File: src/design/csb_pkg.sv
// ----------------------------------------------------------------------------
// csb_pkg
// Shared types, constants and helpers for the color keyed sprite blitter.
// ----------------------------------------------------------------------------
package csb_pkg;

  // Screen and sprite limits.
  localparam int H_RES      = 1024;
  localparam int V_RES      = 768;
  localparam int MAX_SPRITE = 1024;

  // Field widths.
  localparam int POS_W   = 12;   // origin registers, signed
  localparam int SIZE_W  = 11;   // sprite size registers
  localparam int COLOR_W = 16;
  localparam int IDX_W   = 20;   // framebuffer index

  // Derived widths.
  localparam int CNT_W  = $clog2(MAX_SPRITE);       // column and row counters
  localparam int CMP_W  = 14;                       // counter compare width
  localparam int CALC_W = 15;                       // signed screen coordinates
  localparam int LINE_W = $clog2(V_RES);
  localparam int COL_W  = $clog2(H_RES);
  localparam int PROD_W = LINE_W + COL_W + 2;

  // APB register map.
  localparam int ADDR_W    = 5;
  localparam int DATA_W    = 32;
  localparam int REG_IDX_W = 3;

  localparam logic [REG_IDX_W-1:0] REG_ORIGIN_X   = 3'd0;
  localparam logic [REG_IDX_W-1:0] REG_ORIGIN_Y   = 3'd1;
  localparam logic [REG_IDX_W-1:0] REG_WIDTH      = 3'd2;
  localparam logic [REG_IDX_W-1:0] REG_HEIGHT     = 3'd3;
  localparam logic [REG_IDX_W-1:0] REG_ALIGN      = 3'd4;
  localparam logic [REG_IDX_W-1:0] REG_KEY_ENABLE = 3'd5;
  localparam logic [REG_IDX_W-1:0] REG_KEY_COLOR  = 3'd6;

  // Alignment codes.
  localparam logic [1:0] ALIGN_LEFT = 2'd0;
  localparam logic [1:0] ALIGN_MID  = 2'd1;
  localparam logic [1:0] ALIGN_END  = 2'd2;

  // Configuration as seen by the datapath; sizes are already clamped.
  typedef struct packed {
    logic signed [POS_W-1:0]   origin_x;
    logic signed [POS_W-1:0]   origin_y;
    logic [SIZE_W-1:0]         width_eff;
    logic [SIZE_W-1:0]         height_eff;
    logic [1:0]                align_mode;
    logic                      key_enable;
    logic [COLOR_W-1:0]        key_color;
  } cfg_t;

  // Position of one pixel inside the sprite.
  typedef struct packed {
    logic [CNT_W-1:0] col;
    logic [CNT_W-1:0] row;
    logic             done;
  } cursor_t;

  // One finished result.
  typedef struct packed {
    logic [IDX_W-1:0]   fb_index;
    logic [COLOR_W-1:0] fb_data;
    logic               write_enable;
    logic               sprite_done;
  } result_t;

  // A size of zero counts as one, and sizes above the limit saturate.
  function automatic logic [SIZE_W-1:0] eff_size(input logic [SIZE_W-1:0] v);
    logic [SIZE_W-1:0] r;
    if (v == '0) begin
      r = SIZE_W'(1);
    end else if (CMP_W'(v) > CMP_W'(MAX_SPRITE)) begin
      r = SIZE_W'(MAX_SPRITE);
    end else begin
      r = v;
    end
    return r;
  endfunction

endpackage

File: src/design/csb_regs.sv
// ----------------------------------------------------------------------------
// csb_regs
// APB register file holding the blit configuration.
// ----------------------------------------------------------------------------
module csb_regs (
  input  logic                         clk,
  input  logic                         rst,
  input  logic                         psel,
  input  logic                         penable,
  input  logic                         pwrite,
  input  logic [csb_pkg::ADDR_W-1:0]   paddr,
  input  logic [csb_pkg::DATA_W-1:0]   pwdata,
  output logic [csb_pkg::DATA_W-1:0]   prdata,
  output logic                         pready,
  output csb_pkg::cfg_t                cfg
);

  logic [csb_pkg::POS_W-1:0]     origin_x;
  logic [csb_pkg::POS_W-1:0]     origin_y;
  logic [csb_pkg::SIZE_W-1:0]    sprite_width;
  logic [csb_pkg::SIZE_W-1:0]    sprite_height;
  logic [1:0]                    align_mode;
  logic                          key_enable;
  logic [csb_pkg::COLOR_W-1:0]   key_color;
  logic [csb_pkg::REG_IDX_W-1:0] reg_idx;
  logic                          wr_en;

  assign pready  = 1'b1;
  assign reg_idx = paddr[csb_pkg::REG_IDX_W+1:2];
  assign wr_en   = psel && penable && pwrite && pready;

  always_ff @(posedge clk) begin
    if (rst) begin
      origin_x      <= '0;
      origin_y      <= '0;
      sprite_width  <= csb_pkg::SIZE_W'(1);
      sprite_height <= csb_pkg::SIZE_W'(1);
      align_mode    <= csb_pkg::ALIGN_LEFT;
      key_enable    <= 1'b0;
      key_color     <= '0;
    end else if (wr_en) begin
      case (reg_idx)
        csb_pkg::REG_ORIGIN_X:   origin_x      <= pwdata[csb_pkg::POS_W-1:0];
        csb_pkg::REG_ORIGIN_Y:   origin_y      <= pwdata[csb_pkg::POS_W-1:0];
        csb_pkg::REG_WIDTH:      sprite_width  <= pwdata[csb_pkg::SIZE_W-1:0];
        csb_pkg::REG_HEIGHT:     sprite_height <= pwdata[csb_pkg::SIZE_W-1:0];
        csb_pkg::REG_ALIGN:      align_mode    <= pwdata[1:0];
        csb_pkg::REG_KEY_ENABLE: key_enable    <= pwdata[0];
        csb_pkg::REG_KEY_COLOR:  key_color     <= pwdata[csb_pkg::COLOR_W-1:0];
        default: ;
      endcase
    end
  end

  always_comb begin
    case (reg_idx)
      csb_pkg::REG_ORIGIN_X:   prdata = csb_pkg::DATA_W'(origin_x);
      csb_pkg::REG_ORIGIN_Y:   prdata = csb_pkg::DATA_W'(origin_y);
      csb_pkg::REG_WIDTH:      prdata = csb_pkg::DATA_W'(sprite_width);
      csb_pkg::REG_HEIGHT:     prdata = csb_pkg::DATA_W'(sprite_height);
      csb_pkg::REG_ALIGN:      prdata = csb_pkg::DATA_W'(align_mode);
      csb_pkg::REG_KEY_ENABLE: prdata = csb_pkg::DATA_W'(key_enable);
      csb_pkg::REG_KEY_COLOR:  prdata = csb_pkg::DATA_W'(key_color);
      default:                 prdata = '0;
    endcase
  end

  always_comb begin
    cfg.origin_x   = origin_x;
    cfg.origin_y   = origin_y;
    cfg.width_eff  = csb_pkg::eff_size(sprite_width);
    cfg.height_eff = csb_pkg::eff_size(sprite_height);
    cfg.align_mode = align_mode;
    cfg.key_enable = key_enable;
    cfg.key_color  = key_color;
  end

endmodule

File: src/design/csb_cursor.sv
// ----------------------------------------------------------------------------
// csb_cursor
// Column and row counters that walk the sprite in stored order.
// ----------------------------------------------------------------------------
module csb_cursor (
  input  logic                        clk,
  input  logic                        rst,
  input  logic                        step,
  input  logic [csb_pkg::SIZE_W-1:0]  width_eff,
  input  logic [csb_pkg::SIZE_W-1:0]  height_eff,
  output csb_pkg::cursor_t            cur
);

  logic [csb_pkg::CNT_W-1:0] column_count;
  logic [csb_pkg::CNT_W-1:0] row_count;
  logic                      row_end;
  logic                      done;

  // A counter at or past the current size also ends its row or the sprite.
  assign row_end = (csb_pkg::CMP_W'(column_count) + csb_pkg::CMP_W'(1))
                   >= csb_pkg::CMP_W'(width_eff);
  assign done    = row_end &&
                   ((csb_pkg::CMP_W'(row_count) + csb_pkg::CMP_W'(1))
                    >= csb_pkg::CMP_W'(height_eff));

  always_ff @(posedge clk) begin
    if (rst) begin
      column_count <= '0;
      row_count    <= '0;
    end else if (step) begin
      if (row_end) begin
        column_count <= '0;
        row_count    <= done ? '0 : row_count + csb_pkg::CNT_W'(1);
      end else begin
        column_count <= column_count + csb_pkg::CNT_W'(1);
      end
    end
  end

  assign cur.col  = column_count;
  assign cur.row  = row_count;
  assign cur.done = done;

endmodule

File: src/design/csb_pixel_calc.sv
// ----------------------------------------------------------------------------
// csb_pixel_calc
// Screen placement, clipping, color key test and framebuffer index.
// ----------------------------------------------------------------------------
module csb_pixel_calc (
  input  csb_pkg::cfg_t                cfg,
  input  csb_pkg::cursor_t             cur,
  input  logic [csb_pkg::COLOR_W-1:0]  pix,
  output csb_pkg::result_t             res
);

  logic signed [csb_pkg::CALC_W-1:0] shift;
  logic signed [csb_pkg::CALC_W-1:0] col;
  logic signed [csb_pkg::CALC_W-1:0] line;
  logic                              visible;
  logic                              keyed;
  logic                              we;
  logic [csb_pkg::PROD_W-1:0]        prod;

  always_comb begin
    case (cfg.align_mode)
      csb_pkg::ALIGN_MID: shift = csb_pkg::CALC_W'(cfg.width_eff >> 1);
      csb_pkg::ALIGN_END: shift = csb_pkg::CALC_W'(cfg.width_eff);
      default:            shift = '0;
    endcase
  end

  // Stored rows run bottom-up, so stored row r lands on line y + h - 1 - r.
  assign col  = csb_pkg::CALC_W'(cfg.origin_x) - shift + csb_pkg::CALC_W'(cur.col);
  assign line = csb_pkg::CALC_W'(cfg.origin_y) + csb_pkg::CALC_W'(cfg.height_eff)
                - csb_pkg::CALC_W'(1) - csb_pkg::CALC_W'(cur.row);

  assign visible = !col[csb_pkg::CALC_W-1] && (col < csb_pkg::CALC_W'(csb_pkg::H_RES)) &&
                   !line[csb_pkg::CALC_W-1] && (line < csb_pkg::CALC_W'(csb_pkg::V_RES));
  assign keyed   = cfg.key_enable && (pix == cfg.key_color);
  assign we      = visible && !keyed;

  assign prod = csb_pkg::PROD_W'(line[csb_pkg::LINE_W-1:0]) *
                csb_pkg::PROD_W'(csb_pkg::H_RES) +
                csb_pkg::PROD_W'(col[csb_pkg::COL_W-1:0]);

  assign res.fb_index     = we ? csb_pkg::IDX_W'(prod) : '0;
  assign res.fb_data      = pix;
  assign res.write_enable = we;
  assign res.sprite_done  = cur.done;

endmodule

File: src/design/color_keyed_sprite_blit_unit.sv
// ----------------------------------------------------------------------------
// A request accepted into the input register moves to the result register
// once that is free. Throughput: one pixel per cycle while out_stall is low;
// the input and result registers form a two-entry pipeline, so a new pixel
// is taken while a result waits as long as the input register is empty.
// Reset (rst, synchronous, active high) empties both pipeline stages, clears
// the column and row counters and loads the register reset values.
// ----------------------------------------------------------------------------
// color_keyed_sprite_blit_unit
// Streams sprite pixels to framebuffer writes with alignment, clipping on
// both axes and an optional transparent color key.
// ----------------------------------------------------------------------------
module color_keyed_sprite_blit_unit (
  input  logic                         clk,
  input  logic                         rst,
  // Configuration port.
  input  logic                         psel,
  input  logic                         penable,
  input  logic                         pwrite,
  input  logic [csb_pkg::ADDR_W-1:0]   paddr,
  input  logic [csb_pkg::DATA_W-1:0]   pwdata,
  output logic [csb_pkg::DATA_W-1:0]   prdata,
  output logic                         pready,
  // Pixel request channel.
  input  logic                         in_valid,
  output logic                         in_stall,
  input  logic [csb_pkg::COLOR_W-1:0]  pixel_color,
  // Framebuffer write channel.
  output logic                         out_valid,
  input  logic                         out_stall,
  output logic [csb_pkg::IDX_W-1:0]    fb_index,
  output logic [csb_pkg::COLOR_W-1:0]  fb_data,
  output logic                         write_enable,
  output logic                         sprite_done
);

  csb_pkg::cfg_t    cfg;
  csb_pkg::cursor_t cur;
  csb_pkg::cursor_t s1_cur;
  csb_pkg::result_t res;

  logic                        s1_valid;
  logic [csb_pkg::COLOR_W-1:0] s1_pix;
  logic                        accept;
  logic                        out_free;
  logic                        advance;

  csb_regs u_regs (
    .clk     (clk),
    .rst     (rst),
    .psel    (psel),
    .penable (penable),
    .pwrite  (pwrite),
    .paddr   (paddr),
    .pwdata  (pwdata),
    .prdata  (prdata),
    .pready  (pready),
    .cfg     (cfg)
  );

  // The cursor names the sprite position of the request being accepted and
  // moves on at the same edge, so each pixel carries its own position.
  csb_cursor u_cursor (
    .clk        (clk),
    .rst        (rst),
    .step       (accept),
    .width_eff  (cfg.width_eff),
    .height_eff (cfg.height_eff),
    .cur        (cur)
  );

  // The result register is free when it is empty or its result leaves now.
  // The input register moves forward whenever the result register is free,
  // and it takes a new request when it is empty or moving forward.
  assign out_free = !out_valid || !out_stall;
  assign advance  = s1_valid && out_free;
  assign in_stall = s1_valid && !out_free;
  assign accept   = in_valid && !in_stall;

  always_ff @(posedge clk) begin
    if (rst) begin
      s1_valid <= 1'b0;
    end else if (accept) begin
      s1_valid <= 1'b1;
    end else if (advance) begin
      s1_valid <= 1'b0;
    end
  end

  always_ff @(posedge clk) begin
    if (accept) begin
      s1_pix <= pixel_color;
      s1_cur <= cur;
    end
  end

  // All placement and clip logic sits between the two registers.
  csb_pixel_calc u_calc (
    .cfg (cfg),
    .cur (s1_cur),
    .pix (s1_pix),
    .res (res)
  );

  always_ff @(posedge clk) begin
    if (rst) begin
      out_valid <= 1'b0;
    end else if (out_free) begin
      out_valid <= s1_valid;
    end
  end

  always_ff @(posedge clk) begin
    if (advance) begin
      fb_index     <= res.fb_index;
      fb_data      <= res.fb_data;
      write_enable <= res.write_enable;
      sprite_done  <= res.sprite_done;
    end
  end

endmodule

File: config.mk
export PLATFORM = sky130hd
export DESIGN_NAME = color_keyed_sprite_blit_unit
export DESIGN_NICKNAME = d
export VERILOG_FILES = /design/src/design/csb_pkg.sv /design/src/design/csb_regs.sv /design/src/design/csb_cursor.sv /design/src/design/csb_pixel_calc.sv /design/src/design/color_keyed_sprite_blit_unit.sv
export SDC_FILE = /design/constraint.sdc
export NUM_CORES = 1
export LEC_CHECK = 0
export BUFFER_PORTS_ARGS = -buffer_cell sky130_fd_sc_hd__buf_4
export CAP_MARGIN = 40
export CORE_MARGIN = 4
export CORE_UTILIZATION = 55
export DETAILED_ROUTE_END_ITERATION = 12
export GPL_TIMING_DRIVEN = 0
export HOLD_SLACK_MARGIN = 0.06
export PLACE_DENSITY = 0.8
export SLEW_MARGIN = 20
export SYNTH_ARGS = -nofsm -noshare
export SYNTH_HDL_FRONTEND = slang
export SYNTH_SLANG_ARGS = --single-unit
File: constraint.sdc
create_clock -name clk -period 5.5 [get_ports clk]
set_input_delay 0.825 -clock clk [delete_from_list [all_inputs] [get_ports clk]]
set_output_delay 0.825 -clock clk [all_outputs]
set_load 0.005 [all_outputs]
==> flow_summary.json <==
{
  "seqCellArea_mm2": 0.003994,
  "cellPowerDensity_mw_per_mm2": 238.5,
  "holdCritPathClass": "register to register",
  "clk_latency_ns": 0.44,
  "hold_viol": 0,
  "antenna_found_initial": 0,
  "clock_path_buffers": 2,
  "holdBufCountCts": 0,
  "final_cells": 1402,
  "syn_area_mm2": 0.009738,
  "power.leakage_nw": 4.626,
  "core_area_mm2": 0.01730,
  "drtIter0Drc": 829,
  "final_common_cell": "buf_4",
  "grt_pass1_wl_um": 40830,
  "period_needed_ns": 5.195,
  "initial_core_util_pct": 56.30,
  "grt_max_degree": 32,
  "ios": 133,
  "synth_compound_gate_area_share_pct": 16.06,
  "port_buffers": 97,
  "nFillCells": 1395,
  "drt-total-wl_um": 26290,
  "required_ns": 5.76,
  "fin_crit_sh_pct": 94.45,
  "swShare_pct": 25.59,
  "dp_hpwl_um": 20140,
  "diodes": 0,
  "area_growth_pct": 17.82,
  "dp_cells": 1369,
  "synth-simple-area-share_pct": 17.41,
  "viasPerCell": 5.840,
  "cts_sinks": 162,
  "startpoint": "u_regs.sprite_width[0]",
  "cts_buffers": 17,
  "grt_usage_pct": 26.02,
  "synth_xor_area_share_pct": 5.576,
  "dp_slack_ns": 0.1699,
  "tritoncts": "built",
  "place_area_mm2": 0.01088,
  "worst_setup_path_start_kind": "register",
  "timing.fmax_mhz": 192.5,
  "ys_ff_latch": 162,
  "drc": 0,
  "layout_setup_ws_ns": 0.3054,
  "arrival_ns": 5.45,
  "dieArea_mm2": 0.01990,
  "num_rows": 48,
  "path_max_fanout": 7,
  "p_seq_share_pct": 47.8,
  "finalClockSkew_ns": 0.009671,
  "dr.pass1.iters": 6,
  "maxCapViolCount": 0,
  "power_frac_comb_pct": 10.2,
  "dieWidth_um": 141.1,
  "setup.worst_path.class": "register to register",
  "finalPower_mw": 2.737,
  "yosysSeqAreaShare_pct": 41.01,
  "synth_fa_ha_area_share_pct": 9.688,
  "dieHeight_um": 141.1,
  "async_flop_share_pct": 0,
  "slew_headroom_pct": 47.35,
  "clk_pin_slew_ns": 0.07,
  "synth_ff_type": "dfxtp_1",
  "syn_inst": 1029,
  "slew_viol_final": 0,
  "p_switching_mw": 0.7003,
  "gp_congestion": 0.9670,
  "synth_cell_type_count": 74,
  "hp-start": "s1_cur[0]",
  "avgSynthCellArea_um2": 9.464,
  "synth_warnings": 0,
  "muxShareOfSynthArea_pct": 4.754,
  "nNetsFinal": 1297,
  "grt-ovfl-total": 0,
  "final_cell_area_mm2": 0.01147,
  "whs_ns": 0.4475,
  "avgRoutedWirePerCell_um": 18.75,
  "synth_edf_count": 75,
  "drive_gt1_share_pct": 17.67,
  "detail-route-antenna-nets": 0,
  "vias": 8187,
  "status": "completed",
  "rr_startpoint": "u_regs.sprite_width[0]",
  "critPathCaptureType": "register",
  "setup_viol": 0,
  "clkPwrFrac_pct": 42.0,
  "irDropWorstVdd_uv": 225.2,
  "root_buffer": "clkbuf_16",
  "p_int_mw": 2.036,
  "first_global_vias": 7648,
  "multi_input_area_mm2": 0.005303,
  "ctsHtreeMaxLevel": 4,
  "synth_top_family_by_area": "simple AND/OR/NAND/NOR gates",
  "final_cell_mix": "buf_4 (117), nand2_1 (116), dfxtp_1 (87), a21oi_1 (85), edfxtp_1 (75)",
  "tightest_slew_ns": 0.7815
}
[power by group through the flow]
stage	registers (mW)	clock network [mW]	logic, mW
2_1_floorplan	1.33	0	0.161
3_3_place_gp	1.34	0	0.260
3_5_place_dp	1.33	0	0.272
4_1_cts	1.31	1.15	0.274
5_1_grt	1.31	1.20	0.302
6_report	1.31	1.15	0.279
[final timing paths]
| check | cells after the start | endpoint | slack [ns] |
|---|---|---|---|
| hold / removal | 0 | sprite_done | 0.45 |
| setup reg to reg | 20 | fb_index[17] | 0.31 |
| setup / recovery | 20 | fb_index[17] | 0.31 |
| hold reg to reg | 0 | sprite_done | 0.45 |
[metal layers]
layer | global-route usage, % | part of all wire, %
met2 | 41.59 | 47
met3 | 4.274 | 7.1
met4 | 8.924 | 2.5
met1 | 35.97 | 43
met5 | 0 | 0
[timing repair]
action | in CTS | in global routing
setup endpoints to repair | 0 | 21
gates resized for setup | 0 | 5
setup buffers | 0 | 3
[stage by stage]
| stage | utilization (%) | setup TNS (ns) |
|---|---|---|
| global placement | 62.46 | -22.09 |
| CTS | 66.13 | 0 |
| detailed placement | 62.90 | 0 |
| finish | 66.33 | 0 |
| global route | 66.33 | -0.1200 |
| floorplan | - | 0 |
[synth_stat cells, types with 3 or more instances]
cell | count | share of area [%]
a2111oi_0 | 5 | 0.45
a211oi_1 | 3 | 0.23
a21o_1 | 15 | 1.2
a21oi_1 | 85 | 4.4
a22oi_1 | 29 | 2.2
a31oi_1 | 5 | 0.32
a32o_1 | 6 | 0.62
and2_1 | 4 | 0.26
and3_1 | 20 | 1.3
buf_1 | 4 | 0.15
buf_4 | 17 | 1.3
clkbuf_1 | 35 | 1.3
dfxtp_1 | 87 | 18
edfxtp_1 | 75 | 23
fa_1 | 4 | 0.82
ha_1 | 69 | 8.9
inv_1 | 57 | 2.2
mux2_2 | 12 | 1.4
mux2i_1 | 29 | 3.0
nand2_1 | 116 | 4.5
nand2b_1 | 12 | 0.77
nand3_1 | 29 | 1.5
nand3b_1 | 5 | 0.39
nand4_1 | 6 | 0.39
nor2_1 | 62 | 2.4
nor2b_1 | 27 | 1.7
nor3_1 | 13 | 0.67
nor3_2 | 11 | 1.1
nor4_1 | 9 | 0.58
o211ai_1 | 6 | 0.46
o21a_1 | 3 | 0.23
o21ai_0 | 31 | 1.6
o21bai_1 | 5 | 0.39
o22ai_1 | 10 | 0.64
or2_2 | 10 | 0.64
xnor2_1 | 41 | 3.7
xor2_1 | 21 | 1.9
[cell families (layout without fill, tap and decap cells)]
kind of cell,Yosys count,count (layout)
muxes,43,43
AOI/OAI and AO/OA,235,235
other,2,17
xor gates and xnor gates,62,62
adders and majority gates,73,73
DFF,162,162
buffers and inverters,119,252
and+or+nand+nor,333,333
[worst max-delay path: stages, from the launching register on]
cell and delay (ns):
dfxtp_1 0.36, nor4_1 0.30, a31oi_1 0.12, nor2_1 0.19, a22oi_1 0.11, nor2_1 0.12
ha_1 0.16, inv_1 0.05, fa_1 0.40, a21o_1 0.22, a221oi_4 0.35, xnor2_1 0.14
ha_1 0.28, a2111oi_0 0.40, o21ai_1 0.17, a221oi_2 0.39, xnor2_2 0.17, a2111oi_4 0.40
o211ai_2 0.24, buf_4 0.19, nor4b_2 0.25
[sequential cells by signal, summed over array words and instances (netlist names)]
signal / count
u_regs.origin_y: 12
fb_index: 20
u_cursor.row_count: 10
write_enable: 1
u_regs.origin_x: 12
u_regs.align_mode: 2
out_valid: 1
u_regs.sprite_width: 11
s1_pix: 16
u_regs.sprite_height: 11
fb_data: 16
s1_cur: 21
u_regs.key_color: 16
u_cursor.column_count: 10
u_regs.key_enable: 1
s1_valid: 1
sprite_done: 1
[area by class of cell]
type / count / area share, %
clock buffers: 18 / 3.740
multi-input cells: 763 / 46.22
flip-flops and latches: 162 / 34.81
plain buffers: 58 / 2.617
clock inverters: 14 / 1.134
well taps: 225 / 2.454
inverters: 59 / 1.941
repair buffers: 103 / 7.088
No activity file was read; power rests on OpenSTA's default activity.
